$ cat config.mk
export PLATFORM = sky130hd
export DESIGN_NAME = poly_voice_allocator_oldest_steal_top_flat
export DESIGN_NICKNAME = d
export VERILOG_FILES = /design/src/hdl/pva_pkg.sv /design/src/hdl/pva_msg_if.sv /design/src/hdl/pva_cmd_if.sv /design/src/hdl/pva_ctrl.sv /design/src/hdl/pva_datapath.sv /design/src/hdl/poly_voice_allocator_oldest_steal_top.sv /design/src/flat_wrapper.sv
export SDC_FILE = /design/constraint.sdc
export NUM_CORES = 1
export LEC_CHECK = 0
export BUFFER_PORTS_ARGS = -buffer_cell sky130_fd_sc_hd__buf_2
export CAP_MARGIN = 20
export CELL_PAD_IN_SITES_DETAIL_PLACEMENT = 1
export CELL_PAD_IN_SITES_GLOBAL_PLACEMENT = 2
export CORE_UTILIZATION = 35
export CTS_CLUSTER_DIAMETER = 100
export DETAILED_ROUTE_END_ITERATION = 10
export GPL_ROUTABILITY_DRIVEN = 0
export PLACE_DENSITY = 0.73
export SYNTH_ARGS = -nofsm -noshare
export SYNTH_HDL_FRONTEND = slang
export SYNTH_HIERARCHICAL = 1
export SYNTH_SLANG_ARGS = --single-unit
$ cat constraint.sdc
create_clock -name clk -period 7.35 [get_ports clk]
set_input_delay 1.1025 -clock clk [delete_from_list [all_inputs] [get_ports clk]]
set_output_delay 1.1025 -clock clk [all_outputs]
set_load 0.01 [all_outputs]
$ cat src/hdl/pva_pkg.sv
`default_nettype none

package pva_pkg;

  // Voice pool size and index widths.
  localparam int VOICES  = 7;
  localparam int VOICE_W = 3;
  localparam int COUNT_W = 3;

  // MIDI status codes that cause work.
  localparam logic [7:0] STATUS_ON  = 8'd144;
  localparam logic [7:0] STATUS_OFF = 8'd128;

  // Voice command codes.
  localparam logic CMD_START   = 1'b0;
  localparam logic CMD_RELEASE = 1'b1;

  typedef enum logic [2:0] {
    ST_IDLE,
    ST_SCAN_MIN,
    ST_STEAL,
    ST_START,
    ST_SCAN_NOTE,
    ST_OFF
  } state_t;

  // Commands from the controller to the datapath.
  typedef struct packed {
    logic take;
    logic scan_clear;
    logic min_step;
    logic note_step;
    logic emit_steal;
    logic emit_start;
    logic emit_off;
  } dp_cmd_t;

  // Status from the datapath to the controller.
  typedef struct packed {
    logic in_valid;
    logic is_on;
    logic is_off;
    logic all_busy;
    logic scan_last;
    logic note_match;
    logic free_empty;
    logic out_free;
  } dp_sts_t;

endpackage

`default_nettype wire

$ cat src/hdl/pva_msg_if.sv
`default_nettype none

interface pva_msg_if;
  logic        valid;
  logic        ready;
  logic [7:0]  func;
  logic [6:0]  note;
  logic [6:0]  velocity;
  logic [31:0] time_delta;

  modport source (output valid, func, note, velocity, time_delta, input ready);
  modport sink (input valid, func, note, velocity, time_delta, output ready);
endinterface

`default_nettype wire

$ cat src/hdl/pva_cmd_if.sv
`default_nettype none

interface pva_cmd_if;
  logic                        valid;
  logic                        ready;
  logic [pva_pkg::VOICE_W-1:0] voice;
  logic                        command;
  logic [6:0]                  note_out;
  logic [6:0]                  velocity_out;
  logic                        last;

  modport source (output valid, voice, command, note_out, velocity_out, last, input ready);
  modport sink (input valid, voice, command, note_out, velocity_out, last, output ready);
endinterface

`default_nettype wire

$ cat src/hdl/pva_ctrl.sv
`default_nettype none

module pva_ctrl (
  input  wire logic             clk,
  input  wire logic             rst,
  input  wire pva_pkg::dp_sts_t sts,
  output pva_pkg::dp_cmd_t      cmd
);

  pva_pkg::state_t state;
  pva_pkg::state_t state_next;

  // State register.
  always_ff @(posedge clk) begin
    if (rst) begin
      state <= pva_pkg::ST_IDLE;
    end else begin
      state <= state_next;
    end
  end

  // Next state and commands.
  always_comb begin
    state_next = state;
    cmd        = '0;
    case (state)
      pva_pkg::ST_IDLE: begin
        cmd.take = 1'b1;
        if (sts.in_valid) begin
          cmd.scan_clear = 1'b1;
          if (sts.is_on) begin
            state_next = sts.all_busy ? pva_pkg::ST_SCAN_MIN : pva_pkg::ST_START;
          end else if (sts.is_off) begin
            state_next = pva_pkg::ST_SCAN_NOTE;
          end
        end
      end
      pva_pkg::ST_SCAN_MIN: begin
        cmd.min_step = 1'b1;
        if (sts.scan_last) begin
          state_next = pva_pkg::ST_STEAL;
        end
      end
      pva_pkg::ST_STEAL: begin
        if (sts.out_free) begin
          cmd.emit_steal = 1'b1;
          state_next     = pva_pkg::ST_START;
        end
      end
      pva_pkg::ST_START: begin
        if (sts.free_empty) begin
          state_next = pva_pkg::ST_IDLE;
        end else if (sts.out_free) begin
          cmd.emit_start = 1'b1;
          state_next     = pva_pkg::ST_IDLE;
        end
      end
      pva_pkg::ST_SCAN_NOTE: begin
        if (sts.note_match) begin
          state_next = pva_pkg::ST_OFF;
        end else if (sts.scan_last) begin
          state_next = pva_pkg::ST_IDLE;
        end else begin
          cmd.note_step = 1'b1;
        end
      end
      pva_pkg::ST_OFF: begin
        if (sts.out_free) begin
          cmd.emit_off = 1'b1;
          state_next   = pva_pkg::ST_IDLE;
        end
      end
      default: begin
        state_next = pva_pkg::ST_IDLE;
      end
    endcase
  end

endmodule

`default_nettype wire

$ cat src/hdl/pva_datapath.sv
`default_nettype none

module pva_datapath #(
  parameter int TIME_BITS = 48
) (
  input  wire logic             clk,
  input  wire logic             rst,
  pva_msg_if.sink               midi,
  pva_cmd_if.source             voice_cmd,
  input  wire pva_pkg::dp_cmd_t cmd,
  output pva_pkg::dp_sts_t      sts
);

  localparam int VW = pva_pkg::VOICE_W;
  localparam int CW = pva_pkg::COUNT_W;

  logic [TIME_BITS-1:0]         time_acc;
  logic [7:0]                   cur_func;
  logic [6:0]                   cur_note;
  logic [6:0]                   cur_vel;
  logic [pva_pkg::VOICES-1:0]   busy;
  logic [6:0]                   voice_note [pva_pkg::VOICES];
  logic [TIME_BITS-1:0]         voice_time [pva_pkg::VOICES];
  logic [VW-1:0]                free_list [pva_pkg::VOICES];
  logic [CW-1:0]                free_count;
  logic [VW-1:0]                scan_idx;
  logic [VW-1:0]                best_idx;
  logic [TIME_BITS-1:0]         best_time;
  logic [6:0]                   best_note;
  logic                         out_valid;
  logic                         accept;
  logic                         out_free;
  logic [VW-1:0]                pop_voice;
  logic                         take_min;

  assign accept    = cmd.take && midi.valid;
  assign midi.ready = cmd.take;
  assign out_free  = !out_valid || voice_cmd.ready;
  assign pop_voice = free_list[VW'(free_count - CW'(1))];
  assign take_min  = (scan_idx == '0) || (voice_time[scan_idx] < best_time);

  // Status toward the controller.
  always_comb begin
    sts.in_valid   = midi.valid;
    sts.is_on      = midi.func == pva_pkg::STATUS_ON;
    sts.is_off     = midi.func == pva_pkg::STATUS_OFF;
    sts.all_busy   = &busy;
    sts.scan_last  = scan_idx == VW'(pva_pkg::VOICES - 1);
    sts.note_match = busy[scan_idx] && (voice_note[scan_idx] == cur_note);
    sts.free_empty = free_count == '0;
    sts.out_free   = out_free;
  end

  // Message capture and the running time base.
  always_ff @(posedge clk) begin
    if (rst) begin
      time_acc <= '0;
    end else if (accept) begin
      time_acc <= time_acc + TIME_BITS'(midi.time_delta);
    end
  end

  always_ff @(posedge clk) begin
    if (accept) begin
      cur_func <= midi.func;
      cur_note <= midi.note;
      cur_vel  <= midi.velocity;
    end
  end

  // Scan pointer and the running oldest-voice candidate.
  always_ff @(posedge clk) begin
    if (cmd.scan_clear) begin
      scan_idx <= '0;
    end else if (cmd.min_step || cmd.note_step) begin
      scan_idx <= scan_idx + VW'(1);
    end
    if (cmd.min_step && take_min) begin
      best_idx  <= scan_idx;
      best_time <= voice_time[scan_idx];
      best_note <= voice_note[scan_idx];
    end
  end

  // Voice table: busy flags, notes and start times.
  always_ff @(posedge clk) begin
    if (rst) begin
      busy <= '0;
    end else if (cmd.emit_steal) begin
      busy[best_idx] <= 1'b0;
    end else if (cmd.emit_off) begin
      busy[scan_idx] <= 1'b0;
    end else if (cmd.emit_start) begin
      busy[pop_voice] <= 1'b1;
    end
  end

  always_ff @(posedge clk) begin
    if (cmd.emit_start) begin
      voice_note[pop_voice] <= cur_note;
      voice_time[pop_voice] <= time_acc;
    end
  end

  // Free list: push at the back on a steal, pop from the back on a start,
  // insert at the front on a note off.
  always_ff @(posedge clk) begin
    if (rst) begin
      for (int i = 0; i < pva_pkg::VOICES; i++) begin
        free_list[i] <= VW'(pva_pkg::VOICES - 1 - i);
      end
      free_count <= CW'(pva_pkg::VOICES);
    end else if (cmd.emit_steal) begin
      free_list[VW'(free_count)] <= best_idx;
      free_count                 <= free_count + CW'(1);
    end else if (cmd.emit_start) begin
      free_count <= free_count - CW'(1);
    end else if (cmd.emit_off) begin
      free_list[0] <= scan_idx;
      for (int i = 1; i < pva_pkg::VOICES; i++) begin
        free_list[i] <= free_list[i-1];
      end
      free_count <= free_count + CW'(1);
    end
  end

  // Output register; it holds a result until the sink takes the transfer.
  always_ff @(posedge clk) begin
    if (rst) begin
      out_valid <= 1'b0;
    end else if (cmd.emit_steal || cmd.emit_start || cmd.emit_off) begin
      out_valid <= 1'b1;
    end else if (voice_cmd.ready) begin
      out_valid <= 1'b0;
    end
  end

  always_ff @(posedge clk) begin
    if (cmd.emit_steal) begin
      voice_cmd.voice        <= best_idx;
      voice_cmd.command      <= pva_pkg::CMD_RELEASE;
      voice_cmd.note_out     <= best_note;
      voice_cmd.velocity_out <= '0;
      voice_cmd.last         <= 1'b0;
    end else if (cmd.emit_start) begin
      voice_cmd.voice        <= pop_voice;
      voice_cmd.command      <= pva_pkg::CMD_START;
      voice_cmd.note_out     <= cur_note;
      voice_cmd.velocity_out <= cur_vel;
      voice_cmd.last         <= 1'b1;
    end else if (cmd.emit_off) begin
      voice_cmd.voice        <= scan_idx;
      voice_cmd.command      <= pva_pkg::CMD_RELEASE;
      voice_cmd.note_out     <= cur_note;
      voice_cmd.velocity_out <= '0;
      voice_cmd.last         <= 1'b1;
    end
  end

  assign voice_cmd.valid = out_valid;

  // Every voice is either busy or on the free list.
  a_pool_conserved: assert property (@(posedge clk) disable iff (rst)
    ($countones(busy) + int'(free_count)) == pva_pkg::VOICES)
    else $error("busy voices and free list disagree");

  // A steal only happens with the whole pool busy, and for a note on.
  a_steal_full: assert property (@(posedge clk) disable iff (rst)
    cmd.emit_steal |-> (&busy && cur_func == pva_pkg::STATUS_ON))
    else $error("steal issued with a free voice");

  // A start always pops a voice that was idle.
  a_start_idle: assert property (@(posedge clk) disable iff (rst)
    cmd.emit_start |-> (free_count != '0 && !busy[pop_voice]))
    else $error("start on a busy voice or empty free list");

  // A result is never loaded over one that the sink has not taken.
  a_no_overwrite: assert property (@(posedge clk) disable iff (rst)
    (cmd.emit_steal || cmd.emit_start || cmd.emit_off) |-> out_free)
    else $error("output register overwritten");

endmodule

`default_nettype wire

$ cat src/hdl/poly_voice_allocator_oldest_steal_top.sv
// A note on with a free voice loads its start command into the output register from the start state.
// A note on with all voices busy scans the start times, one voice per cycle, and gives the
// release of the oldest voice, then the start once the output register is free again.
// A note off scans notes one voice per cycle until it finds the note or reaches the last voice.
// One message at a time; the output register lets a message be taken while a result waits.
// Reset (rst, synchronous): all voices idle, free list VOICES-1 down to 0, time base zero.
`default_nettype none

module poly_voice_allocator_oldest_steal_top #(
  parameter int TIME_BITS = 48
) (
  input  wire logic clk,
  input  wire logic rst,
  pva_msg_if.sink   midi,
  pva_cmd_if.source voice_cmd
);

  pva_pkg::dp_cmd_t cmd;
  pva_pkg::dp_sts_t sts;

  pva_ctrl u_ctrl (
    .clk (clk),
    .rst (rst),
    .sts (sts),
    .cmd (cmd)
  );

  pva_datapath #(
    .TIME_BITS (TIME_BITS)
  ) u_datapath (
    .clk       (clk),
    .rst       (rst),
    .midi      (midi),
    .voice_cmd (voice_cmd),
    .cmd       (cmd),
    .sts       (sts)
  );

endmodule

`default_nettype wire
$ cat src/flat_wrapper.sv
// flat-port wrapper written by rule: the top's interface ports become plain ports
module poly_voice_allocator_oldest_steal_top_flat 
#(
  parameter int TIME_BITS = 48
)
  (clk, rst, midi_valid, midi_func, midi_note, midi_velocity, midi_time_delta, midi_ready, voice_cmd_valid, voice_cmd_voice, voice_cmd_command, voice_cmd_note_out, voice_cmd_velocity_out, voice_cmd_last, voice_cmd_ready);
  pva_msg_if midi_i ();
  pva_cmd_if voice_cmd_i ();
  input  wire logic clk;
  input  wire logic rst;
  input wire logic [$bits(midi_i.valid)-1:0] midi_valid;
  input wire logic [$bits(midi_i.func)-1:0] midi_func;
  input wire logic [$bits(midi_i.note)-1:0] midi_note;
  input wire logic [$bits(midi_i.velocity)-1:0] midi_velocity;
  input wire logic [$bits(midi_i.time_delta)-1:0] midi_time_delta;
  output wire logic [$bits(midi_i.ready)-1:0] midi_ready;
  output wire logic [$bits(voice_cmd_i.valid)-1:0] voice_cmd_valid;
  output wire logic [$bits(voice_cmd_i.voice)-1:0] voice_cmd_voice;
  output wire logic [$bits(voice_cmd_i.command)-1:0] voice_cmd_command;
  output wire logic [$bits(voice_cmd_i.note_out)-1:0] voice_cmd_note_out;
  output wire logic [$bits(voice_cmd_i.velocity_out)-1:0] voice_cmd_velocity_out;
  output wire logic [$bits(voice_cmd_i.last)-1:0] voice_cmd_last;
  input wire logic [$bits(voice_cmd_i.ready)-1:0] voice_cmd_ready;
  assign midi_i.valid = midi_valid;
  assign midi_i.func = midi_func;
  assign midi_i.note = midi_note;
  assign midi_i.velocity = midi_velocity;
  assign midi_i.time_delta = midi_time_delta;
  assign midi_ready = midi_i.ready;
  assign voice_cmd_valid = voice_cmd_i.valid;
  assign voice_cmd_voice = voice_cmd_i.voice;
  assign voice_cmd_command = voice_cmd_i.command;
  assign voice_cmd_note_out = voice_cmd_i.note_out;
  assign voice_cmd_velocity_out = voice_cmd_i.velocity_out;
  assign voice_cmd_last = voice_cmd_i.last;
  assign voice_cmd_i.ready = voice_cmd_ready;
  poly_voice_allocator_oldest_steal_top #(.TIME_BITS(TIME_BITS)) u_core (.clk(clk), .rst(rst), .midi(midi_i), .voice_cmd(voice_cmd_i));
endmodule
==> impl_metrics.toml <==
[sta]
hold_violations = 0
min_period_ns = 4.744
whs_ns = 0.4887
final_max_slew_viol_count = 0
worst_pin_slew_ns = 1.056
rsz0062_at_grt = "no"
min_period_over_period_pct = 64.54
tns_ns = 0
fin_skew_ns = 0.02061
setup_viol = 0
max_freq_mhz = 210.8
timing.slew.headroom_pct = 29.61

[floorplan]
die_area_mm2 = 0.07289
ios = 79
core_area_mm2 = 0.07051
initial_core_util_pct = 35.64
row_count = 97
die_x_um = 270.0
die_y_um = 270.0

[pwr]
power_density_mw_per_mm2 = 264.4
ir_drop_mv = 0.1736
leakage_nw = 9.981
power.total_w = 0.007552

[critical_path]
slowest_stage = "dfxtp_4"
crit_path_cell_trace = "buf_4 > mux2i_1 > o21ai_0 > mux2_2 > ha_1 > a21o_1 > a21o_1 > a21o_1 > a21o_1 > a21oi_1 > nor2_1 > o21ai_0 > o2111a_2 > buf_4"
required_ns = 7.61
crit_type = "reg2reg"
cpMostUsedCell = "a21o_1"
path_delay_family = "compound AO/OA/AOI/OAI gates"
cp.arrival_ns = 5.00
critPathLaunchType = "register"
critPathMaxStageDelay_ns = 0.90
cp_num_buf_inv = 2
cp_max_fo = 42
end_kind = "register"

[yosys]
ys_ff_latch = 568
synth_seq_area_share_pct = 64.79
syn_area_mm2 = 0.02513
synth_ff_type = "edfxtp_1"
synth_top_cell_by_area = "edfxtp_1"
synthTopCellsByArea = "edfxtp_1 (59%), dfxtp_1 (6.1%), mux4_2 (5.5%)"
syn_area_per_cell_um2 = 14.17
synth_nets = 1918
synth-edff-count = 491
synth.distinct_cells = 82
synth_top_area_share_pct = 58.66
syn_inst = 1774
yosysWarnings = 6
ys_async_sr_fraction_pct = 0

[final_layout]
final_cell_mix = "edfxtp_1 (491), nand2_1 (154), o21ai_0 (107)"
drive_above_1_share_pct = 18.85
final_common_cell = "edfxtp_1"
final_cells = 2846
fillers = 7180
syn_to_final_growth_pct = 13.65
nNetsFinal = 2000

[clocking]
hold_buffers = 0
cts_setup_buffers = 0
worst_skew_pair.late_latency_ns = 0.62
ctsResizeCount = 0
cts.clk_slew.worst_paths_ns = 0.07
cts_buffers = 57
cts_root_buf = "clkbuf_16"
cts_sinks = 568
clock_path_buffers = 3
cts_htree_levels = 2
cts_tree = "yes"

[min_path]
hp-class = "reg2reg"

[grt]
grt_usage_pct = 16.74
antenna_found_initial = 3
grt_max_degree = 76
grt_pass1_vias = 16010
grt_pass1_wl_mm = 94.72
gr-total-overflow = 0

[drt]
drt_pre_antenna_iters = 4
wl_mm = 60.95
drc = 0
via_per_inst = 5.239
wl_per_cell_um = 21.41
postRouteAntennaNets = 0
drtIter0Drc = 988
num_vias = 14910

[place]
io_buffers = 78
place_hpwl_mm = 38.13
post-place-cells = 2737

[job]
cap_viol_max_count = 0

[run_status]
status = "completed"
routing by layer:
| metal | vias up | wire [um] | GRT usage [%] | share of wire, % |
|---|---|---|---|---|
| met5 | - | 0 | 0 | 0 |
| met4 | 0 | 1099 | 4.157 | 1.8 |
| met3 | 84 | 2007 | 1.983 | 3.3 |
| met2 | 226 | 29670 | 28.68 | 49 |
| met1 | 7677 | 28170 | 22.51 | 46 |
| li1 | 6922 | - | - | - |
per-stage QoR:
step | util [%] | setup WS (ns) | cell area, um^2
floorplan | - | 0.7571 | 25130
global placement | 37.76 | 2.537 | 26620
detailed placement | 37.76 | 2.499 | 26620
CTS | 40.51 | 2.484 | 28560
global route | 40.51 | 2.221 | 28560
finish | 40.51 | 2.606 | 28570
tightest hold or removal path: stages, from the launching register on:
cell     delay (ns)
dfxtp_1        0.33
nor3_1         0.06
nor2_1         0.07
kinds of logic after synthesis:
kind of cell	share of synthesized area (%)
mux	11.17
simple gates	7.895
xor+xnor	1.011
compound gates	8.259
buf+inv	2.559
fa+ha+maj	4.311
flops	64.79
worst paths after layout:
| check | from | to | slack (ns) | depth (start not counted) |
|---|---|---|---|---|
| setup reg to reg | register | u_core/u_datapath/best_note[4]$_DFFE_PP_ | 2.61 | 14 |
| hold reg to reg | u_core/u_datapath/voice_cmd.last$_SDFFE_PP0P_ | u_core/u_datapath/voice_cmd.last$_SDFFE_PP0P_ | 0.49 | 2 |
| setup / recovery | register | u_core/u_datapath/best_note[4]$_DFFE_PP_ | 2.61 | 14 |
| hold / removal | u_core/u_datapath/voice_cmd.last$_SDFFE_PP0P_ | u_core/u_datapath/voice_cmd.last$_SDFFE_PP0P_ | 0.49 | 2 |
flip-flops by register name, summed over array words and instances (netlist names), 7 cells and up, named ones only:
signal and flops:
u_core/u_datapath/voice_time 336, u_core/u_datapath/voice_note 49, u_core/u_datapath/best_time 48, u_core/u_datapath/time_acc 48, u_core/u_datapath/free_list 24, u_core/u_datapath/best_note 7, u_core/u_datapath/busy 7, u_core/u_datapath/cur_note 7
u_core/u_datapath/cur_vel 7, u_core/u_datapath/voice_cmd.note_out 7, u_core/u_datapath/voice_cmd.velocity_out 7
area by class of cell:
class	count	area, um^2	share of cell area, %
antenna	1	2.502	0.008760
clock buffer	75	1555	5.444
clock inverter	33	385.4	1.349
inverter	76	285.3	0.9986
multi-input combinational	1049	8269	28.95
sequential	568	16290	57.04
tap	940	1176	4.117
timing repair buffer	104	598.1	2.094
synth_stat cells (all sizes together) (15+ instances only):
cell type and n:
and3 15, ha 85, a21o 28, nor2b 24, nand2b 16, nand2 156, dfxtp 77, inv 76
a21oi 85, mux4 61, nand4 27, edfxtp 491, o211ai 16, mux2i 60, xnor2 22, nand3 28
clkbuf 50, nor3 24, o21ai 111, nor2 86, buf 31, mux2 74
report_power, final:
group	switching [W]	total, W	internal [W]
Combinational	0.000448	0.000807	0.000358
Sequential	0.000158	0.00376	0.00360
Clock	0.00124	0.00299	0.00174
Total	0.00185	0.00755	0.00570
(Power assumes the default switching activity.)
